`config.mk`:
```
export PLATFORM = sky130hd
export DESIGN_NAME = mmh_cmp
export DESIGN_NICKNAME = d
export VERILOG_FILES = /design/src/hdl/mmh_pkg.sv /design/src/hdl/mmh_cmp.sv
export SDC_FILE = /design/constraint.sdc
export NUM_CORES = 1
export LEC_CHECK = 0
export ABC_AREA = 1
export BUFFER_PORTS_ARGS = -buffer_cell sky130_fd_sc_hd__buf_2
export CAP_MARGIN = 20
export CORE_ASPECT_RATIO = 2
export CORE_UTILIZATION = 25
export DETAILED_ROUTE_END_ITERATION = 7
export GPL_TIMING_DRIVEN = 1
export REMOVE_ABC_BUFFERS = 1
export SYNTH_ARGS = -nofsm -noshare
export SYNTH_HDL_FRONTEND = slang
export SYNTH_SLANG_ARGS = --single-unit
```
`constraint.sdc`:
```
create_clock -name vclk -period 2.6
set_clock_uncertainty 0.1 [all_clocks]
set_input_delay 0.26 -clock vclk [all_inputs]
set_output_delay 0.26 -clock vclk [all_outputs]
set_load 0.05 [all_outputs]
```
`src/hdl/mmh_pkg.sv`:
```
// ----------------------------------------------------------------------------
// mmh_pkg: shared types and constants of the min-max heap queue
// Operation and status codes, field widths and the compare request type.
// ----------------------------------------------------------------------------
package mmh_pkg;

	localparam int DATA_W   = 32;
	localparam int COUNT_W  = 11;
	localparam int OP_W     = 2;
	localparam int STATUS_W = 2;

	// Operation codes of an input transfer.
	localparam logic [OP_W-1:0] OP_INSERT     = 2'd0;
	localparam logic [OP_W-1:0] OP_REMOVE_MIN = 2'd1;
	localparam logic [OP_W-1:0] OP_REMOVE_MAX = 2'd2;
	localparam logic [OP_W-1:0] OP_QUERY      = 2'd3;

	// Status codes of a result transfer.
	localparam logic [STATUS_W-1:0] STATUS_OK    = 2'd0;
	localparam logic [STATUS_W-1:0] STATUS_EMPTY = 2'd1;
	localparam logic [STATUS_W-1:0] STATUS_FULL  = 2'd2;

	// One request to the shared ordering compare.
	typedef struct packed {
		logic signed [DATA_W-1:0] lhs;
		logic signed [DATA_W-1:0] rhs;
		logic                     min_order;
	} cmp_req_t;

endpackage

```
`src/hdl/mmh_cmp.sv`:
```
// ----------------------------------------------------------------------------
// mmh_cmp: shared ordering compare
// Tells whether the left value belongs above the right one in a min or max level.
// ----------------------------------------------------------------------------
module mmh_cmp
	import mmh_pkg::*;
(
	input  cmp_req_t req,
	output logic     above
);

	// Strict order, so equal values never move.
	always_comb begin
		if (req.min_order) begin
			above = req.lhs < req.rhs;
		end else begin
			above = req.lhs > req.rhs;
		end
	end

endmodule

```
==> results of run 1 <==
==> metrics by stage <==
stage	utilization (%)	cell area, µm²	worst slack (ns)	total power (µW)
floorplan	-	928.4	0.6077	120.5
global placement	36.99	1320	0.4663	190.7
detailed placement	36.99	1320	0.4610	192.7
CTS	36.99	1320	0.4541	193.9
global route	36.99	1320	0.3031	224.4
finish	36.99	1320	0.4696	188.9
==> routing by layer <==
metal | vias to the layer above | track usage (%) | wire [µm]
li1 | 607 | - | -
met1 | 469 | 10.06 | 734
met2 | 39 | 21.08 | 1089
met3 | 0 | 0.6186 | 147
met4 | 0 | 0 | 0
met5 | - | 0 | 0
==> final timing paths <==
kind | startpoint | endpoint | cells past startpoint
min | req[0] | above | 4
max | req[20] | above | 12
==> final cells by class <==
cell class         instances  area, µm²  area share, %
repair buffers            66      330.3          25.02
multi-input cells        109      778.2          58.96
inverters                 40      150.1          11.37
well taps                 49      61.31          4.645
==> report_power, final <==
group          leakage [µW]  switching, µW  internal (µW)
Sequential                0              0              0
Clock                     0              0              0
Combinational      0.000880           96.0           92.9
Total              0.000880           96.0           92.9
==> cell families (layout without fill, tap and decap cells) <==
kind of cell,Yosys count,count (layout),share of synthesized area (%)
AOI/OAI and AO/OA,22,22,13.88
adders and majority gates,32,32,43.13
buffers and inverters,40,106,16.17
and+or+nand+nor,55,55,26.82
==> cells in the mapped netlist <==
cell / n / area share (%)
o21ai_1: 1 / 0.54
nand3_1: 4 / 2.2
clkinv_1: 1 / 0.40
a21o_1: 2 / 1.6
nor2_1: 8 / 3.2
nor2_4: 1 / 1.2
inv_1: 39 / 16
o21a_2: 1 / 0.94
nor2_2: 1 / 0.67
o21a_1: 1 / 0.81
a41oi_1: 1 / 0.94
ha_1: 32 / 43
nand2_2: 3 / 2.0
nand4_1: 2 / 1.3
nand2_1: 34 / 14
nor3b_2: 1 / 1.3
o21ai_0: 2 / 1.1
a21oi_2: 1 / 0.94
nand3_2: 1 / 1.1
a21oi_1: 13 / 7.0
==> critical path, cell delays in order <==
cell	delay (ns)
buf_2	0.08
inv_1	0.03
ha_1	0.31
a21o_1	0.19
o21ai_1	0.13
nand2_1	0.07
a21oi_2	0.18
nand2_2	0.08
nand2_1	0.06
nand3_1	0.06
nand2_1	0.06
buf_2	0.25
==> metrics, run 1 <==
RePlAce Congestion=0.6896; Least-Margin Pin Slew=0.2558 ns; kind of critical path=input pin to output port; FF/Latch Area=0 µm²; Overflow after GRT=0; most frequent cells in the layout=buf_2 (66), inv_1 (39), nand2_1 (34); Worst Path Required=2.24 ns; vias=1115; # port buffers=66; IO Pins=66; library cells used by synthesis=20; WP data arrival=~1.8 ns; dpl cells=264; post-route minimum period=2.130 ns; post-DR wirelength/cell=7.466 µm; Slew Viols, Final=0; Max FO, Critical Path=3; Initial DRC Count=10; worst IR drop on VDD=0.08987 mV; worst hold path type=input pin to output port; Antenna Nets Post-Route=0; Vias/cell=~4.2; fill cell count=approximately 430; Avg Cell Area, Syn=6.231 µm²; Non-Filler Instances=264; Core ar.=3568 µm²; clock buffer count=0; gr usage total=between 9 and 10%; total leakage power=0.0008798 µW; initial antenna violation count=0; Cells after Synth=149; post-CTS setup buffers=0; MaxCap Viol Count=0; nets=between 300 and 400; drt pass-1 iters=2; initial core utilization=26.02%; critical path endpoint category=output port; CTS resizes=0; WL final=between 1500 and 2000 µm; Die Height=88.18 µm; worst relative slew slack=83.07%; FFs & Latches=0; status=finished clean; Die W=45.09 µm; leading cell type in the layout, fill and taps excluded=buf_2; synthesized cell area=928.4 µm²; Cell Pwr Density=143.1 nW/µm²; # diodes=0; dpl hpwl=1916 µm; sequential area share after synthesis=0%; Final period util=81.94%; Setup violations, final=0; final hold violations=0; die area=around 4000 µm²; drc violations=0; vias in the first global route=882; number of hold buffers added after cts=0; setup repair after global routing missed its margin=false; share of post-route cells with drive strength above 1=34.88%; largest net degree at the start of global routing=6; row count=31; first-pass GRT wire length=approximately 3200 µm; Worst Hold Slack=approximately 0.83 ns; Setup TNS=0 ns; crit start category=input pin; Max Fclk=around 470 MHz; synth warn=0; Area Overhead vs Synth=42.18%
Power figures use the tool's default switching activity.
==> run 2: changes to the inputs <==
--- a/config.mk
+++ b/config.mk
@@ -5,7 +5,7 @@
 export SDC_FILE = /design/constraint.sdc
 export NUM_CORES = 1
 export LEC_CHECK = 0
-export ABC_AREA = 1
+export ABC_AREA = 0
 export BUFFER_PORTS_ARGS = -buffer_cell sky130_fd_sc_hd__buf_2
 export CAP_MARGIN = 20
 export CORE_ASPECT_RATIO = 2
==> constraint.sdc (replaced) <==
create_clock -name vclk -period 2.2
set_clock_uncertainty 0.1 [all_clocks]
set_input_delay 0.22 -clock vclk [all_inputs]
set_output_delay 0.22 -clock vclk [all_outputs]
set_load 0.05 [all_outputs]
==> run 2 against run 1 <==
The run now ends with setup timing left. Setup slack got worse by 0.51 ns. Synthesized area decreased by 11%. Die area decreased by 10%. Largest power group unchanged. Critical path depth decreased by 3. Hold slack improved by 0.043 ns.
==> metrics, run 2 <==
Die Height=83.46 µm; Avg Cell Area, Syn=7.151 µm²; post-route minimum period=2.242 ns; synth warn=0; sequential area share after synthesis=0%; initial core utilization=26.28%; Final WS setup=-0.04196 ns; Synth area leaders=ha_1 (48%), inv_1 (15%), a21oi_1 (7.2%); worst relative slew slack=85.01%; die area=3566 µm²; # diodes=0; Max FO, Critical Path=3; fill cell count=302; Cell Pwr Density=195.8 nW/µm²; clock buffer count=0; Least-Margin Pin Slew=0.2232 ns; Initial DRC Count=3; post-DR wirelength/cell=10.85 µm; first-pass GRT wire length=3712 µm; drc violations=0; largest net degree at the start of global routing=4; Final period util=101.9%; Overflow after GRT=0; IO Pins=66; setup repair after global routing missed its margin=true; Cells after Synth=116; FFs & Latches=0; drt pass-1 iters=2; dpl hpwl=1973 µm; RePlAce Congestion=roughly 0.79; MaxCap Viol Count=0; Antenna Nets Post-Route=0; crit start category=input pin; nets=between 200 and 300; met1 Use GR=11.71%; Die W=between 40 and 50 µm; synthesized cell area=just over 800 µm²; M3 GR Usage=0.6494%; status=complete, but fails checks; failing checks=setup timing; top cell type's share of synthesized area=slightly below 50%; # port buffers=66; Setup violations, final=1; initial antenna violation count=0; dpl ws=-0.2085 ns; vias in the first global route=~1100; synth cell count leaders=inv_1 (34), ha_1 (32), a21oi_1 (12); WP data arrival=1.92 ns; worst IR drop on VDD=about 0.16 mV; Vias/cell=between 4 and 5; library cells used by synthesis=21; row count=29; met2 Track Usage GR=27.41%; Slew Viols, Final=0; vias=1062; Worst Path Required=about 1.9 ns; share of post-route cells with drive strength above 1=58.25%; Pwr Total=304.9 µW; FF/Latch Area=0 µm²; most frequent cells in the layout=buf_2 (56), inv_1 (22), ha_1 (20); leading area contributor after synthesis=ha_1; Max Fclk=446.0 MHz; total leakage power=0.0008742 µW; Util after Layout=~50%; kind of critical path=input pin to output port; worst hold path type=input pin to output port; final hold violations=0; WL final=2441 µm; critical path endpoint category=output port; leading cell type in the layout, fill and taps excluded=buf_2; most frequent cell after synthesis=inv_1; Core ar.=3157 µm²; gr usage total=12.33%; busiest layer in global routing=met2; number of hold buffers added after cts=0; Area Overhead vs Synth=87.78%; Setup TNS=-0.04196 ns
-- run 2: cell types whose count changed in the layout (fill, tap and decap cells not counted), sizes merged, moves of 2 or more --
| cell | delta |
|---|---|
| nand3 | -2 |
| nor4 | +2 |
| nand4 | +4 |
| inv | -5 |
| nand2 | -29 |
| buf | +12 |
| o21a | -2 |
| nor2 | -9 |
-- run 2: power by group --
| part | internal, µW | total [µW] | switching (µW) |
|---|---|---|---|
| logic | 169 | 305 | 136 |
| registers | 0 | 0 | 0 |
| clock network | 0 | 0 | 0 |
| total | 169 | 305 | 136 |
-- run 2: layer usage --
metal	share of wire, %	wire length, µm
met5	0	0
met3	6.4	157
met2	59	1430
met4	0	0
met1	35	852
-- run 2: path summary, 6_finish.rpt --
| kind | start | to | slack, ns | cells past startpoint |
|---|---|---|---|---|
| worst max-delay path | req[47] | above | -0.04 | 9 |
| worst min-delay path | req[0] | above | 0.87 | 4 |
-- run 2: cells by family (layout without fill, tap and decap cells) --
logic type	count (synthesis)	after routing	share of synthesized area [%]
compound gates	26	26	19.76
xor+xnor	1	1	1.056
mux	1	1	1.357
simple gates	22	22	14.18
fa+ha+maj	32	32	48.26
buf+inv	34	112	15.38
-- run 2: timing repair --
item / in CTS / in global routing
setup endpoints to repair: 1 / 1
gates cloned: 0 / 0
gates resized for setup: 22 / 28
setup buffers: 1 / 0
pin swaps: 22 / 22
-- run 2: stage by stage --
step / hold slack (ns) / instance area (µm²) / cells
final: 0.8704 / 1558 / 225
after global routing: 0.9142 / 1558 / 225
after CTS: 0.8758 / 1440 / 225
after detailed placement: 0.9610 / 1281 / 224
after global placement: 0.9642 / 1281 / 224
after floorplan: 0.8575 / 829.5 / 116
-- run 2: worst max-delay path, cell delays in order --
cell and delay [ns]:
buf_6 0.10, ha_4 0.24, a21oi_2 0.11, nand2_1 0.07, a221o_1 0.34, a211o_1 0.24, a21oi_2 0.14, mux2_4 0.32
buf_8 0.15
-- run 2: final cells by class --
class	count	area, µm²	share of cell area [%]
timing repair buffer	78	486.7	31.25
inverter	34	135.1	8.675
tap	31	38.79	2.490
multi-input combinational	82	897.1	57.59
